`src/rtl/uqpd_pkg.sv`:
```
// ---------------------------------------------------------------------------
// uqpd_pkg
// Shared types, codes and helpers for the URL query parameter decoder.
// ---------------------------------------------------------------------------
package uqpd_pkg;

    // result kinds
    localparam logic [1:0] KIND_NAME  = 2'd0;
    localparam logic [1:0] KIND_VALUE = 2'd1;
    localparam logic [1:0] KIND_END   = 2'd2;

    // register indexes on the configuration port
    localparam logic REG_NAME_LIMIT  = 1'b0;
    localparam logic REG_VALUE_LIMIT = 1'b1;

    // special bytes of a query string
    localparam logic [7:0] CH_PERCENT = 8'h25;
    localparam logic [7:0] CH_AMP     = 8'h26;
    localparam logic [7:0] CH_PLUS    = 8'h2B;
    localparam logic [7:0] CH_EQUAL   = 8'h3D;
    localparam logic [7:0] CH_SPACE   = 8'h20;

    localparam logic [7:0] LIMIT_RESET = 8'd31;

    // result queue depth default (at least two, one item pushes up to two)
    localparam int RES_DEPTH_DEF = 4;

    // one result beat
    typedef struct packed {
        logic [1:0] kind;
        logic [7:0] ch;
        logic       last;
        logic       done;
    } res_t;

    // results of one decoded item, packed from slot 0
    typedef struct packed {
        logic [1:0] cnt;
        res_t       res0;
        res_t       res1;
    } push_t;

    // hex digit value; anything that is not a hex digit counts as 0
    function automatic logic [3:0] hex_digit(input logic [7:0] b);
        logic [7:0] d;
        d = 8'h00;
        if (b >= 8'h30 && b <= 8'h39) begin
            d = b - 8'h30;
        end
        else if (b >= 8'h41 && b <= 8'h46) begin
            d = b - 8'h37;
        end
        else if (b >= 8'h61 && b <= 8'h66) begin
            d = b - 8'h57;
        end
        return d[3:0];
    endfunction

endpackage

```
`src/rtl/uqpd_parse.sv`:
```
// ---------------------------------------------------------------------------
// uqpd_parse
// Input register, limit registers and the per-byte decode: splits names and
// values, percent-decodes, applies length limits and forms up to two results.
// ---------------------------------------------------------------------------
module uqpd_parse
    import uqpd_pkg::*;
(
    input  logic        clk,
    input  logic        rst_n,
    // input beat
    input  logic        in_valid,
    output logic        in_ready,
    input  logic [7:0]  in_byte,
    input  logic        in_has,
    input  logic        in_end,
    // configuration
    input  logic        cfg_we,
    input  logic        cfg_addr,
    input  logic [7:0]  cfg_wdata,
    // result side
    input  logic        room,
    output push_t       push
);

    localparam logic [1:0] ESC_NONE = 2'd0;
    localparam logic [1:0] ESC_HIGH = 2'd1;
    localparam logic [1:0] ESC_LOW  = 2'd2;

    logic       in_valid_reg;
    logic [7:0] byte_reg;
    logic       has_reg;
    logic       end_reg;

    logic [7:0] name_limit_reg;
    logic [7:0] value_limit_reg;

    logic       in_value_reg,  in_value_next;
    logic [1:0] esc_reg,       esc_next;
    logic [3:0] high_reg,      high_next;
    logic [7:0] ncount_reg,    ncount_next;
    logic [7:0] vcount_reg,    vcount_next;

    logic       adv;
    logic       ch_hit;
    logic       keep;
    logic       amp;
    logic [7:0] ch;
    logic       a_valid;
    res_t       res_a;
    res_t       res_b;

    assign adv      = in_valid_reg && room;
    assign in_ready = !in_valid_reg || adv;

    // hold the accepted beat until the queue can take its results
    always_ff @(posedge clk or negedge rst_n)
    begin
        if (!rst_n)
        begin
            in_valid_reg <= 1'b0;
        end
        else if (in_ready)
        begin
            in_valid_reg <= in_valid;
        end
    end

    always_ff @(posedge clk)
    begin
        if (in_valid && in_ready)
        begin
            byte_reg <= in_byte;
            has_reg  <= in_has;
            end_reg  <= in_end;
        end
    end

    // write the length limits
    always_ff @(posedge clk or negedge rst_n)
    begin
        if (!rst_n)
        begin
            name_limit_reg  <= LIMIT_RESET;
            value_limit_reg <= LIMIT_RESET;
        end
        else if (cfg_we)
        begin
            case (cfg_addr)
                REG_NAME_LIMIT:  name_limit_reg  <= cfg_wdata;
                REG_VALUE_LIMIT: value_limit_reg <= cfg_wdata;
                default:         name_limit_reg  <= name_limit_reg;
            endcase
        end
    end

    // decode one byte, then close the request if it ends here
    always_comb
    begin
        in_value_next = in_value_reg;
        esc_next      = esc_reg;
        high_next     = high_reg;
        ncount_next   = ncount_reg;
        vcount_next   = vcount_reg;
        ch_hit        = 1'b0;
        amp           = 1'b0;
        ch            = byte_reg;
        keep          = 1'b0;

        if (has_reg)
        begin
            case (esc_reg)
                ESC_HIGH:
                begin
                    high_next = hex_digit(byte_reg);
                    esc_next  = ESC_LOW;
                end
                ESC_LOW:
                begin
                    ch       = {high_reg, hex_digit(byte_reg)};
                    esc_next = ESC_NONE;
                    ch_hit   = 1'b1;
                end
                default:
                begin
                    if (byte_reg == CH_PERCENT)
                    begin
                        esc_next = ESC_HIGH;
                    end
                    else if (byte_reg == CH_AMP)
                    begin
                        amp           = 1'b1;
                        in_value_next = 1'b0;
                        esc_next      = ESC_NONE;
                        high_next     = 4'h0;
                        ncount_next   = 8'd0;
                        vcount_next   = 8'd0;
                    end
                    else if (byte_reg == CH_EQUAL && !in_value_reg)
                    begin
                        in_value_next = 1'b1;
                    end
                    else if (byte_reg == CH_PLUS)
                    begin
                        ch     = CH_SPACE;
                        ch_hit = 1'b1;
                    end
                    else
                    begin
                        ch_hit = 1'b1;
                    end
                end
            endcase
        end

        // count a kept character against its part's limit
        if (ch_hit)
        begin
            if (in_value_reg)
            begin
                keep = vcount_reg < value_limit_reg;
                if (keep)
                begin
                    vcount_next = vcount_reg + 8'd1;
                end
            end
            else
            begin
                keep = ncount_reg < name_limit_reg;
                if (keep)
                begin
                    ncount_next = ncount_reg + 8'd1;
                end
            end
        end

        // request end drops any pending escape and clears the parameter
        if (end_reg)
        begin
            in_value_next = 1'b0;
            esc_next      = ESC_NONE;
            high_next     = 4'h0;
            ncount_next   = 8'd0;
            vcount_next   = 8'd0;
        end
    end

    // form the results: byte result first, closing result second
    always_comb
    begin
        a_valid = (ch_hit && keep) || amp;

        res_a.kind = amp ? KIND_END : (in_value_reg ? KIND_VALUE : KIND_NAME);
        res_a.ch   = amp ? 8'h00 : ch;
        res_a.last = !end_reg;
        res_a.done = 1'b0;

        res_b.kind = KIND_END;
        res_b.ch   = 8'h00;
        res_b.last = 1'b1;
        res_b.done = 1'b1;

        push.res0 = a_valid ? res_a : res_b;
        push.res1 = res_b;
        if (!adv)
        begin
            push.cnt = 2'd0;
        end
        else
        begin
            push.cnt = {1'b0, a_valid} + {1'b0, end_reg};
        end
    end

    // advance the parameter state when the item leaves the input register
    always_ff @(posedge clk or negedge rst_n)
    begin
        if (!rst_n)
        begin
            in_value_reg <= 1'b0;
            esc_reg      <= ESC_NONE;
            high_reg     <= 4'h0;
            ncount_reg   <= 8'd0;
            vcount_reg   <= 8'd0;
        end
        else if (adv)
        begin
            in_value_reg <= in_value_next;
            esc_reg      <= esc_next;
            high_reg     <= high_next;
            ncount_reg   <= ncount_next;
            vcount_reg   <= vcount_next;
        end
    end

`ifndef ASSERT_OFF
    a_esc_code: assert property (@(posedge clk) disable iff (!rst_n)
        esc_reg != 2'd3)
        else $error("escape step holds an unused code");

    a_end_clears: assert property (@(posedge clk) disable iff (!rst_n)
        (adv && end_reg) |=> (esc_reg == ESC_NONE && !in_value_reg &&
                              ncount_reg == 8'd0 && vcount_reg == 8'd0))
        else $error("request end did not clear the parameter state");

    a_pair_closes: assert property (@(posedge clk) disable iff (!rst_n)
        (push.cnt == 2'd2) |-> (push.res1.kind == KIND_END && push.res1.done &&
                                !push.res0.last))
        else $error("second result of an item is not the closing result");
`endif

endmodule

```
`src/rtl/uqpd_res_fifo.sv`:
```
// ---------------------------------------------------------------------------
// uqpd_res_fifo
// Result queue: takes up to two results per cycle, sends one beat per cycle while m_tready is high.
// ---------------------------------------------------------------------------
module uqpd_res_fifo
    import uqpd_pkg::*;
#(
    parameter int DEPTH = RES_DEPTH_DEF
)
(
    input  logic       clk,
    input  logic       rst_n,
    input  push_t      push,
    output logic       room,
    output logic       m_tvalid,
    input  logic       m_tready,
    output logic [7:0] m_tdata,   // decoded_char
    output logic [2:0] m_tuser,   // [1:0] kind, [2] request_done
    output logic       m_tlast    // run_last
);

    localparam int PW = (DEPTH > 1) ? $clog2(DEPTH) : 1;
    localparam int CW = $clog2(DEPTH + 1);

    res_t          mem_reg [DEPTH];
    logic [PW-1:0] wr_ptr_reg, wr_ptr_next;
    logic [PW-1:0] wr_ptr_inc;
    logic [PW-1:0] rd_ptr_reg;
    logic [CW-1:0] count_reg, count_next;
    logic          pop;
    res_t          head;

    function automatic logic [PW-1:0] ptr_inc(input logic [PW-1:0] p);
        return (p == PW'(DEPTH - 1)) ? '0 : p + PW'(1);
    endfunction

    assign pop        = m_tvalid && m_tready;
    assign wr_ptr_inc = ptr_inc(wr_ptr_reg);

    // room for two results once this cycle's beat is gone
    assign room = {1'b0, count_reg} <= ((CW+1)'(DEPTH - 2) + {{CW{1'b0}}, pop});

    // store the pushed results
    always_ff @(posedge clk)
    begin
        if (push.cnt != 2'd0)
        begin
            mem_reg[wr_ptr_reg] <= push.res0;
        end
        if (push.cnt == 2'd2)
        begin
            mem_reg[wr_ptr_inc] <= push.res1;
        end
    end

    always_comb
    begin
        case (push.cnt)
            2'd1:    wr_ptr_next = wr_ptr_inc;
            2'd2:    wr_ptr_next = ptr_inc(wr_ptr_inc);
            default: wr_ptr_next = wr_ptr_reg;
        endcase
        count_next = count_reg + CW'(push.cnt) - CW'(pop);
    end

    // advance pointers and fill count
    always_ff @(posedge clk or negedge rst_n)
    begin
        if (!rst_n)
        begin
            wr_ptr_reg <= '0;
            rd_ptr_reg <= '0;
            count_reg  <= '0;
        end
        else
        begin
            wr_ptr_reg <= wr_ptr_next;
            count_reg  <= count_next;
            if (pop)
            begin
                rd_ptr_reg <= ptr_inc(rd_ptr_reg);
            end
        end
    end

    // drive the head entry
    assign head     = mem_reg[rd_ptr_reg];
    assign m_tvalid = count_reg != '0;
    assign m_tdata  = head.ch;
    assign m_tuser  = {head.done, head.kind};
    assign m_tlast  = head.last;

`ifndef ASSERT_OFF
    a_count_max: assert property (@(posedge clk) disable iff (!rst_n)
        count_reg <= CW'(DEPTH))
        else $error("result queue overfilled");

    a_push_room: assert property (@(posedge clk) disable iff (!rst_n)
        (push.cnt != 2'd0) |-> room)
        else $error("results pushed without room");

    a_drain: assert property (@(posedge clk) disable iff (!rst_n)
        (pop && push.cnt == 2'd0 && count_reg == CW'(1)) |=> !m_tvalid)
        else $error("queue did not empty after its last beat left");
`endif

endmodule

```
`src/rtl/url_query_param_decoder.sv`:
```
// ---------------------------------------------------------------------------
// url_query_param_decoder
// Streaming URL query string decoder: names, values and parameter ends.
// ---------------------------------------------------------------------------
// Usage:
//   Slave channel s_*: one raw query byte per beat in s_tdata, s_tuser set
//   when the byte is valid (clear for an empty closing beat), s_tlast set on
//   the beat after which the request ends.
//   Master channel m_*: one result per beat; m_tuser carries the kind (name
//   char, value char, end of parameter) and the request-done flag, m_tdata
//   the decoded character, m_tlast marks the last result of an input beat.
//   Config port: cfg_we with cfg_addr 0 writes the name limit, 1 the value
//   limit; write only while the block is idle.
// Path: an accepted beat waits in the input register until the queue has
//   room; its results are registered in the queue, which feeds m_*.
// Throughput: one input beat per cycle while the queue has room; the master
//   side moves one result per cycle, so the two results of one beat (a byte
//   plus the request end) leave in turn through the queue's single read port.
// Reset: parameter state clears and both limits return to 31.
// Stall: results wait in a small queue; when it cannot take two more, the
//   input register holds its beat and s_tready drops.
// ---------------------------------------------------------------------------
module url_query_param_decoder
    import uqpd_pkg::*;
#(
    parameter int RES_DEPTH = RES_DEPTH_DEF
)
(
    input  logic       clk,
    input  logic       rst_n,
    // input stream
    input  logic       s_tvalid,
    output logic       s_tready,
    input  logic [7:0] s_tdata,   // byte_in
    input  logic       s_tuser,   // has_byte
    input  logic       s_tlast,   // request_end
    // result stream
    output logic       m_tvalid,
    input  logic       m_tready,
    output logic [7:0] m_tdata,   // decoded_char
    output logic [2:0] m_tuser,   // [1:0] kind, [2] request_done
    output logic       m_tlast,   // run_last
    // configuration
    input  logic       cfg_we,
    input  logic       cfg_addr,
    input  logic [7:0] cfg_wdata
);

    push_t push;
    logic  room;

    // decode stage
    uqpd_parse u_parse (
        .clk       (clk),
        .rst_n     (rst_n),
        .in_valid  (s_tvalid),
        .in_ready  (s_tready),
        .in_byte   (s_tdata),
        .in_has    (s_tuser),
        .in_end    (s_tlast),
        .cfg_we    (cfg_we),
        .cfg_addr  (cfg_addr),
        .cfg_wdata (cfg_wdata),
        .room      (room),
        .push      (push)
    );

    // result queue
    uqpd_res_fifo #(
        .DEPTH (RES_DEPTH)
    ) u_res_fifo (
        .clk      (clk),
        .rst_n    (rst_n),
        .push     (push),
        .room     (room),
        .m_tvalid (m_tvalid),
        .m_tready (m_tready),
        .m_tdata  (m_tdata),
        .m_tuser  (m_tuser),
        .m_tlast  (m_tlast)
    );

endmodule

```
`config.mk`:
```
export PLATFORM = sky130hd
export DESIGN_NAME = url_query_param_decoder
export DESIGN_NICKNAME = d
export VERILOG_FILES = /design/src/rtl/uqpd_pkg.sv /design/src/rtl/uqpd_parse.sv /design/src/rtl/uqpd_res_fifo.sv /design/src/rtl/url_query_param_decoder.sv
export SDC_FILE = /design/constraint.sdc
export NUM_CORES = 1
export LEC_CHECK = 0
export BUFFER_PORTS_ARGS = -buffer_cell sky130_fd_sc_hd__clkbuf_2
export CAP_MARGIN = 20
export CORE_MARGIN = 2
export CORE_UTILIZATION = 48
export DETAILED_ROUTE_END_ITERATION = 6
export GPL_TIMING_DRIVEN = 0
export PLACE_DENSITY = 0.77
export SETUP_SLACK_MARGIN = 0.1
export SLEW_MARGIN = 10
export SYNTH_ARGS = -nofsm -noshare
export SYNTH_HDL_FRONTEND = slang
export SYNTH_SLANG_ARGS = --single-unit
```
`constraint.sdc`:
```
create_clock -name clk -period 4.45 [get_ports clk]
set_input_delay 0.445 -clock clk [delete_from_list [all_inputs] [get_ports clk]]
set_output_delay 0.445 -clock clk [all_outputs]
set_load 0.05 [all_outputs]
```
==> results of run 1 <==
==> cell type report <==
type	instances	area share
inverters	38	0.0231
repair buffers	39	0.0356
plain buffers	18	0.0124
flip-flops and latches	105	0.397
multi-input cells	368	0.457
well taps	143	0.0290
clock inverters	6	0.00810
clock buffers	10	0.0387
==> power by group <==
| part | internal [mW] | switching (mW) |
|---|---|---|
| logic | 0.615 | 1.02 |
| clock network | 0.403 | 0.372 |
| registers | 1.26 | 0.209 |
==> repair_timing <==
| action | CTS | global route |
|---|---|---|
| buffers inserted | 0 | 1 |
| resized for setup | 2 | 4 |
| endpoints found under the setup margin | 15 | 36 |
| hold endpoints to repair | 0 | 0 |
| pin swaps | 1 | 1 |
==> layer usage <==
metal	up-vias	GRT usage	wire, um
li1	2021	-	-
met1	2002	0.259	5320
met2	87	0.322	5700
met3	11	0.0465	463
met4	0	0.0625	119
met5	-	0	0
==> synthesized netlist by cell type (all sizes together) (10+ instances only) <==
cell type | n | area [sq um]
nor2 | 17 | 63.8
dfrtp | 37 | 926
dfstp | 10 | 263
nand2 | 66 | 248
edfxtp | 10 | 300
dfxtp | 48 | 961
a21oi | 23 | 115
ha | 37 | 463
mux2 | 12 | 135
clkbuf | 10 | 37.5
a22o | 16 | 140
nor3 | 12 | 60.1
o21ai | 41 | 209
mux4 | 12 | 270
nand2b | 13 | 81.3
inv | 38 | 143
==> critical path, cell delays in order, from the launching register on <==
cell and delay (ns):
dfstp_2 0.54, inv_1 0.05, ha_1 0.29, a21o_1 0.18, a221o_1 0.33, a41oi_2 0.29, o221ai_4 0.24, o31ai_2 0.21
ha_2 0.39, nand2_1 0.11, ha_1 0.21, nand2b_1 0.11, clkbuf_1 0.31, and2_1 0.18, buf_1 0.37, a22o_1 0.21
==> through the flow <==
step | cell area (sq um) | instances | setup slack [ns]
finish | 6180 | 727 | 0.368
global route | 6180 | 727 | 0.138
CTS | 6160 | 726 | 0.204
detailed placement | 5870 | 710 | 0.0277
global placement | 5840 | 709 | 0.162
floorplan | 5480 | 529 | 0.836
==> cells by family after synthesis <==
group / synth area share
AND/OR/NAND/NOR: 0.143
AO/OA/AOI/OAI: 0.188
flip-flops: 0.447
buffers and inverters: 0.0391
adder cells (fa/ha/maj): 0.0882
multiplexers: 0.0905
XOR/XNOR: 0.00480
==> worst paths after layout <==
check	endpoint	cells past startpoint
max	u_res_fifo.mem_reg[1][5]	15
min	u_parse.esc_reg[1]	1
max in group asynchronous	u_parse.name_limit_reg[3]	2
max reg2reg	u_res_fifo.mem_reg[1][5]	15
min reg2reg	u_res_fifo.mem_reg[1][8]	2
min in group clk	u_parse.byte_reg[3]	1
==> reports/qor.yml, run 1 <==
run_status:
  status: "completed"
die:
  rows: 39
  ios: 38
  initial_core_util: 0.486
  core_sq_mm: 0.0113
  dieArea_sq_mm: 0.0123
  die_h_um: 111
  die_x_um: 111
cells_and_area:
  area_growth_pct: 12.8
  final_common_cell: "nand2_1"
  multiInputGateArea_sq_mm: 0.00282
  final_core_util: 0.548
  n_antenna_cell: 0
  regArea_sq_mm: 0.00245
  layout_common_cells: "nand2_1, dfxtp_1, clkbuf_2"
  largest_reg_flops: 48
  drive_gt1_frac: 0.199
  num-fill-cells: 980
  finalNetCount: 641
global_route:
  grt_pass1_vias: 4054
  grtUsageTotal: 0.197
  grt_first_pass_wirelength_mm: 19.7
  grt-ovfl-total: 0
  grt_start_max_net_pins: 25
  antenna_found_initial: 0
clock_network:
  clk_path_buf_depth: 2
  htreeDepth: 3
  clk_latency_ns: 0.36
  cts_buffers: 9
  cts.clk_slew.worst_paths_ns: 0.07
  cts_root_buf: "clkbuf_16"
  numClockSinks: 105
  cts_tree: "yes"
  cts_hold_buf: 0
sta:
  holdWs_ns: 0.100
  fin_setup_tns_ns: 0
  post-route-min-period_ns: 4.08
  clock-skew-final_ns: 0.00902
  period_share: 0.917
  tightest_slew_ns: 0.828
  rsz0062_at_grt: "false"
  timing.fmax_ghz: 0.245
  hold_viol: 0
  relSlewSlack: 0.448
  setup_viol: 0
  drv_slew: 0
detailed_routing:
  drt-total-wl_mm: 11.6
  drtIter0Drc: 462
  drc_errors: 0
  dr.pass1.iters: 6
  vias_per_cell: 5.67
  antenna_left: 0
  num_vias: 4121
  wl_per_cell_um: 16.0
logic_synthesis:
  ys_seq_area_frac: 0.447
  synthCells: 529
  synth-edff-count: 10
  syn_avg_cell_area_sq_um: 10.4
  syn_area_sq_mm: 0.00548
  yosys_warnings: 0
  synthFlopType: "dfxtp_1"
  ys_ff_latch: 105
  ys_async_sr_fraction: 0.448
  syn_nets: 591
  synth_cell_type_count: 62
power_and_ir_drop:
  total_power_mw: 3.88
  p_leak_nw: 2.70
  cellPowerDensity_mw_per_mm2: 628
  ir_worst_vdd_uv: 667
worst_setup_path:
  required_ns: 4.75
  start_kind: "flop"
  crit_type: "flop to flop"
  endpoint_kind: "flop"
  reg2reg_from: "u_parse.value_limit_reg[4]"
  ff2ff_setup_slack_ns: 0.37
  cp-startpoint: "u_parse.value_limit_reg[4]"
  crit_path_max_fanout: 9
  crit_arrival_ns: 4.39
placed_design:
  io_buffers: 37
  gp_congestion: 0.961
  hpwl_mm: 8.72
job:
  max-cap-violations: 0
min_path:
  hold_class: "input pin to async pin"
(Power assumes the default switching activity.)
==> run 2, diff against run 1 <==
--- a/config.mk
+++ b/config.mk
@@ -7,11 +7,13 @@
 export LEC_CHECK = 0
 export BUFFER_PORTS_ARGS = -buffer_cell sky130_fd_sc_hd__clkbuf_2
 export CAP_MARGIN = 20
+export CELL_PAD_IN_SITES_DETAIL_PLACEMENT = 1
+export CELL_PAD_IN_SITES_GLOBAL_PLACEMENT = 1
 export CORE_MARGIN = 2
 export CORE_UTILIZATION = 48
 export DETAILED_ROUTE_END_ITERATION = 6
 export GPL_TIMING_DRIVEN = 0
-export PLACE_DENSITY = 0.77
+export PLACE_DENSITY = 0.91
 export SETUP_SLACK_MARGIN = 0.1
 export SLEW_MARGIN = 10
 export SYNTH_ARGS = -nofsm -noshare
==> reports/qor.yml, run 2 (synthesis results as in run 1) <==
detailed_routing:
  vias_per_cell: 5.88  # +3.8%
  antenna_left: 0  # unchanged
  num_vias: 4277  # +3.8%
  wl_per_cell_um: 19.3  # +21%
  drtIter0Drc: 238  # -48%
  drt-total-wl_mm: 14.1  # +21%
  drc_errors: 0  # unchanged
  dr.pass1.iters: 6  # unchanged
die:
  rows: 39  # unchanged
  initial_core_util: 0.486  # unchanged
  dieArea_sq_mm: 0.0123  # unchanged
  die_x_um: 111  # unchanged
  core_sq_mm: 0.0113  # unchanged
  ios: 38  # unchanged
  die_h_um: 111  # unchanged
power_and_ir_drop:
  cellPowerDensity_mw_per_mm2: 642  # +2.2%
  p_sw_mw: 1.69  # +5.3%
  p_sw_frac: 0.426  # +0.0131
  p_int_mw: 2.27  # -0.22%
  p_leak_nw: 2.70  # about the same
  ir_worst_vdd_uv: 487  # -27%
  p_comb_frac: 0.431  # +0.010
  pwr-share-clk: 0.194  # -0.006
  p_seq_frac: 0.375  # -0.004
global_route:
  grtUsageTotal: 0.240  # +0.0439
  grt-ovfl-total: 0  # unchanged
  use_met1: 0.282  # +0.0233
  grt_first_pass_wirelength_mm: 23.8  # +21%
  grt_use_met2: 0.425  # +0.103
  met3_usage: 0.0596  # +0.0131
  grt_pass1_vias: 4829  # +19%
  antenna_found_initial: 0  # unchanged
  gr-max-usage-layer: "met2"
  grt_start_max_net_pins: 28  # +12%
cells_and_area:
  n_antenna_cell: 0  # unchanged
  final_common_cell: "nand2_1"
  drive_gt1_frac: 0.202  # +0.00342
  area_growth_pct: 12.7
  finalNetCount: 641  # unchanged
  num-fill-cells: 1274  # +30%
  fin_area_sq_mm: 0.00617  # -0.12%
  layout_common_cells: "nand2_1, dfxtp_1, clkbuf_2"
  largest_reg_flops: 48  # unchanged
sta:
  timing.fmax_ghz: 0.245  # about the same
  post-route-min-period_ns: 4.08  # +0.00213 ns
  clock-skew-final_ns: 0.0104  # +0.00139 ns
  setup_viol: 0  # unchanged
  fin_setup_tns_ns: 0  # unchanged
  tightest_slew_ns: 0.844  # +0.0161 ns
  relSlewSlack: 0.437  # -0.0108
  drv_slew: 0  # unchanged
  rsz0062_at_grt: "false"
  period_share: 0.918  # about the same
  hold_viol: 0  # unchanged
run_status:
  status: "completed"
worst_setup_path:
  start_kind: "flop"
  endpoint_kind: "flop"
  required_ns: 4.70  # -0.05 ns
  crit_path_max_fanout: 10  # +1
  crit_type: "flop to flop"
  crit_arrival_ns: 4.33  # -0.06 ns
clock_network:
  cts.clk_slew.worst_paths_ns: 0.08  # about the same
  cts_tree: "yes"
  clk_latency_ns: 0.36  # about the same
  htreeDepth: 3  # unchanged
  cts_root_buf: "clkbuf_16"
  numClockSinks: 105  # unchanged
  clk_path_buf_depth: 2  # unchanged
  cts_buffers: 9  # unchanged
placed_design:
  placed_cell_area_sq_mm: 0.00586  # -0.13%
  hpwl_mm: 10.5  # +21%
  gp_congestion: 0.859  # -11%
  io_buffers: 37  # unchanged
job:
  max-cap-violations: 0  # unchanged
min_path:
  hold_class: "input pin to async pin"
==> run 2: cell count changes in the layout (fill, tap and decap cells not counted), sizes merged <==
cell      before  now
clkinvlp       1    0
inv           41   39
clkbuf        60   58
buf            7    9
clkinv         2    5
==> run 2: final cells by class <==
cell class / count / area [sq um] / area share
Buffer: 18 / 80.1 / 0.0130
Clock buffer: 10 / 229 / 0.0371
Clock inverter: 6 / 56.3 / 0.00912
Inverter: 38 / 143 / 0.0231
Multi-Input combinational cell: 368 / 2820 / 0.457
Sequential cell: 105 / 2450 / 0.397
Tap cell: 143 / 179 / 0.0290
Timing Repair Buffer: 39 / 213 / 0.0345
==> run 2: routing by layer <==
| metal | vias to the layer above | wire [um] |
|---|---|---|
| met1 | 2135 | 5890 |
| met4 | 0 | 363 |
| met5 | - | 0 |
| li1 | 2019 | - |
| met2 | 90 | 7300 |
| met3 | 33 | 503 |
==> run 2: timing repair <==
item,4_1_cts,5_1_grt
cloned,0,0
pin swaps,0,1
buffers inserted,0,1
hold buffers,0,0
resized for setup,5,6
setup endpoints to repair,20,36
==> run 2: power groups by stage <==
stage          Combinational (mW)  Clock (mW)  Sequential (mW)
2_1_floorplan                1.29           0             1.42
3_3_place_gp                 1.57           0             1.46
3_5_place_dp                 1.69           0             1.49
4_1_cts                      1.71       0.781             1.48
5_1_grt                      1.86       0.820             1.52
6_report                     1.71       0.768             1.48
==> run 2: path summary, 6_finish.rpt <==
path | end | startpoint | depth (start not counted) | slack, ns
hold / removal | u_res_fifo.count_reg[0] | rst_n | 1 | 0.07
max in group asynchronous | u_parse.name_limit_reg[2] | rst_n | 2 | 3.75
setup reg to reg | u_res_fifo.mem_reg[3][4] | u_parse.byte_reg[0] | 15 | 0.37
hold reg to reg | u_res_fifo.mem_reg[2][2] | u_res_fifo.mem_reg[2][2] | 2 | 0.45
min in group clk | u_parse.byte_reg[6] | s_tdata[6] | 1 | 0.26
setup / recovery | u_res_fifo.mem_reg[3][4] | u_parse.byte_reg[0] | 15 | 0.37
==> run 2: worst max-delay path, cell delays in order, from the launching register on <==
cell	delay [ns]
edfxtp_1	0.50
inv_1	0.19
ha_1	0.32
or2_1	0.25
a41oi_2	0.30
a21o_1	0.21
o221ai_4	0.20
o31ai_2	0.21
ha_2	0.38
nand2_1	0.15
ha_1	0.24
clkbuf_2	0.25
nand2_1	0.16
and2_1	0.18
buf_2	0.18
a22o_1	0.25
==> run 2: per-stage QoR <==
stage / utilization / worst slack, ns / instances / total power [mW] / hold slack (ns)
6_report: 0.547 / 0.366 / 727 / 3.96 / 0.0731
5_1_grt: 0.547 / 0.134 / 727 / 4.19 / 0.108
4_1_cts: 0.546 / 0.0757 / 726 / 3.97 / 0.0939
3_5_place_dp: 0.520 / 0.0000195 / 710 / 3.18 / 0.440
3_3_place_gp: 0.518 / 0.197 / 709 / 3.03 / 0.430
2_1_floorplan: - / 0.836 / 529 / 2.71 / 0.149
==> run 3, diff against run 2 <==
--- a/config.mk
+++ b/config.mk
@@ -14,6 +14,7 @@
 export DETAILED_ROUTE_END_ITERATION = 6
 export GPL_TIMING_DRIVEN = 0
 export PLACE_DENSITY = 0.91
+export REMOVE_ABC_BUFFERS = 1
 export SETUP_SLACK_MARGIN = 0.1
 export SLEW_MARGIN = 10
 export SYNTH_ARGS = -nofsm -noshare
==> reports/qor.yml, run 3 (synthesis results as in run 1) <==
sta:
  hold_viol: 0  # unchanged
  setup_viol: 0  # unchanged
  tightest_slew_ns: 0.865  # +0.0207 ns
  timing.fmax_ghz: 0.245  # about the same
  post-route-min-period_ns: 4.08  # +0.000449 ns
  period_share: 0.918  # about the same
  clock-skew-final_ns: 0.00931  # -0.00110 ns
  rsz0062_at_grt: "false"
  drv_slew: 0  # unchanged
  fin_setup_tns_ns: 0  # unchanged
  holdWs_ns: 0.0284  # -0.0446 ns
  relSlewSlack: 0.422  # -0.0150
die:
  die_h_um: 111  # unchanged
  die_x_um: 111  # unchanged
  rows: 39  # unchanged
  core_sq_mm: 0.0113  # unchanged
  initial_core_util: 0.486  # unchanged
  dieArea_sq_mm: 0.0123  # unchanged
  ios: 38  # unchanged
worst_setup_path:
  crit_arrival_ns: 4.34  # about the same
  required_ns: 4.70  # about the same
  crit_type: "flop to flop"
  path_common_cell: "ha_1"
  cp_slowest_cell: "dfstp_2"
  start_kind: "flop"
  crit_chain: "inv_1 -> ha_1 -> a21o_1 -> a2111oi_2 -> o21a_1 -> o221ai_4 -> o31ai_1 -> ha_1 -> nand2_1 -> ha_1 -> nand2b_1 -> and2_1 -> a22o_1"
  r2r_cells: 13  # -2
  cp_slowest_stage_delay_ns: 0.52  # +0.02 ns
  endpoint_kind: "flop"
  crit_path_max_fanout: 9  # -1
clock_network:
  numClockSinks: 105  # unchanged
  cts_hold_buf: 0  # unchanged
  htreeDepth: 3  # unchanged
  cts_root_buf: "clkbuf_16"
  cts_tree: "yes"
  clk_path_buf_depth: 2  # unchanged
  post_cts_resized: 0  # -5
  clk_latency_ns: 0.36  # about the same
  postCtsSetupBuffers: 0  # unchanged
  cts.clk_slew.worst_paths_ns: 0.07  # about the same
  cts_buffers: 9  # unchanged
power_and_ir_drop:
  p_comb_frac: 0.403  # -0.028
  p_leak_nw: 2.65  # -1.8%
  pwr-share-clk: 0.207  # +0.013
  p_sw_mw: 1.64  # -2.8%
  ir_worst_vdd_uv: 491  # +0.75%
  p_seq_frac: 0.390  # +0.015
  cellPowerDensity_mw_per_mm2: 645  # +0.44%
  p_int_mw: 2.29  # +0.71%
  p_sw_frac: 0.417  # -0.00854
global_route:
  grt-ovfl-total: 0  # unchanged
  grt_start_max_net_pins: 33  # +18%
  grtUsageTotal: 0.232  # -0.00846
  grt_first_pass_wirelength_mm: 22.7  # -4.6%
  grt_pass1_vias: 4545  # -5.9%
  antenna_found_initial: 0  # unchanged
detailed_routing:
  vias_per_cell: 5.90  # +0.21%
  drc_errors: 0  # unchanged
  antenna_left: 0  # unchanged
  dr.pass1.iters: 5  # -1
  drt-total-wl_mm: 13.4  # -4.3%
  drtIter0Drc: 380  # +60%
  wl_per_cell_um: 19.0  # -1.7%
  num_vias: 4174  # -2.4%
cells_and_area:
  fin_cells: 708  # -2.6%
  finalNetCount: 622  # -3.0%
  final_common_cell: "nand2_1"
  area_growth_pct: 11.3
  final_core_util: 0.541  # -0.00655
  n_antenna_cell: 0  # unchanged
  drive_gt1_frac: 0.189  # -0.0127
  layout_common_cells: "nand2_1, dfxtp_1, inv_1"
  largest_reg_flops: 48  # unchanged
placed_design:
  gp_congestion: 0.882  # +2.6%
  hpwl_mm: 10.1  # -3.9%
  dp.cells: 692  # -2.5%
  io_buffers: 37  # unchanged
min_path:
  hold_class: "input pin to async pin"
run_status:
  status: "completed"
job:
  max-cap-violations: 0  # unchanged
-- run 3: cell count changes in the layout (fill, tap and decap cells not counted), moves of 2 or more --
cell	delta
buf_2	-6
clkbuf_2	-4
clkinv_4	-2
clkinvlp_4	+2
clkbuf_1	-8
-- run 3: worst max-delay path, delay by kind of cell, from the launching register on --
family / cells / cell delay, ns
DFF: 1 / 0.52
adders and majority gates: 3 / 0.95
buffers and inverters: 1 / 0.05
and+or+nand+nor: 3 / 0.84
AOI/OAI and AO/OA: 6 / 1.63
-- run 3: final timing paths --
path	start	endpoint	slack (ns)
max	u_parse.name_limit_reg[4]	u_res_fifo.mem_reg[3][4]	0.37
min	rst_n	u_res_fifo.wr_ptr_reg[0]	0.03
max reg2reg	u_parse.name_limit_reg[4]	u_res_fifo.mem_reg[3][4]	0.37
min reg2reg	u_res_fifo.mem_reg[0][2]	u_res_fifo.mem_reg[0][2]	0.46
max in group asynchronous	rst_n	u_parse.name_limit_reg[4]	3.82
min in group clk	s_tdata[3]	u_parse.byte_reg[3]	0.25
-- run 3: power groups by stage --
stage	Combinational [mW]	Clock, mW	Sequential, mW
final	1.58	0.814	1.53
after global routing	1.74	0.864	1.57
after detailed placement	1.59	0	1.55
after CTS	1.60	0.833	1.53
after global placement	1.49	0	1.51
after floorplan	1.23	0	1.45
-- run 3: metal layers --
layer,global-route usage,routed length [um],vias to the layer above
li1,-,-,1979
met1,0.271,5510,2103
met2,0.422,7190,76
met3,0.0530,556,16
met4,0.0708,190,0
met5,0,0,-
-- run 3: final cells by class --
class / count / area [sq um]
clock inverters: 7 / 78.8
well taps: 143 / 179
flip-flops and latches: 105 / 2450
repair buffers: 38 / 205
clock buffers: 9 / 225
fillers: 1252 / 5170
inverters: 38 / 143
multi-input cells: 368 / 2820
-- run 3: stage by stage --
step / cell area [sq um] / total power [mW] / setup WS, ns
floorplan: 5410 / 2.67 / 1.01
CTS: 6090 / 3.96 / 0.276
finish: 6100 / 3.93 / 0.365
global placement: 5770 / 3.00 / 0.453
global route: 6100 / 4.18 / 0.105
detailed placement: 5790 / 3.14 / 0.289
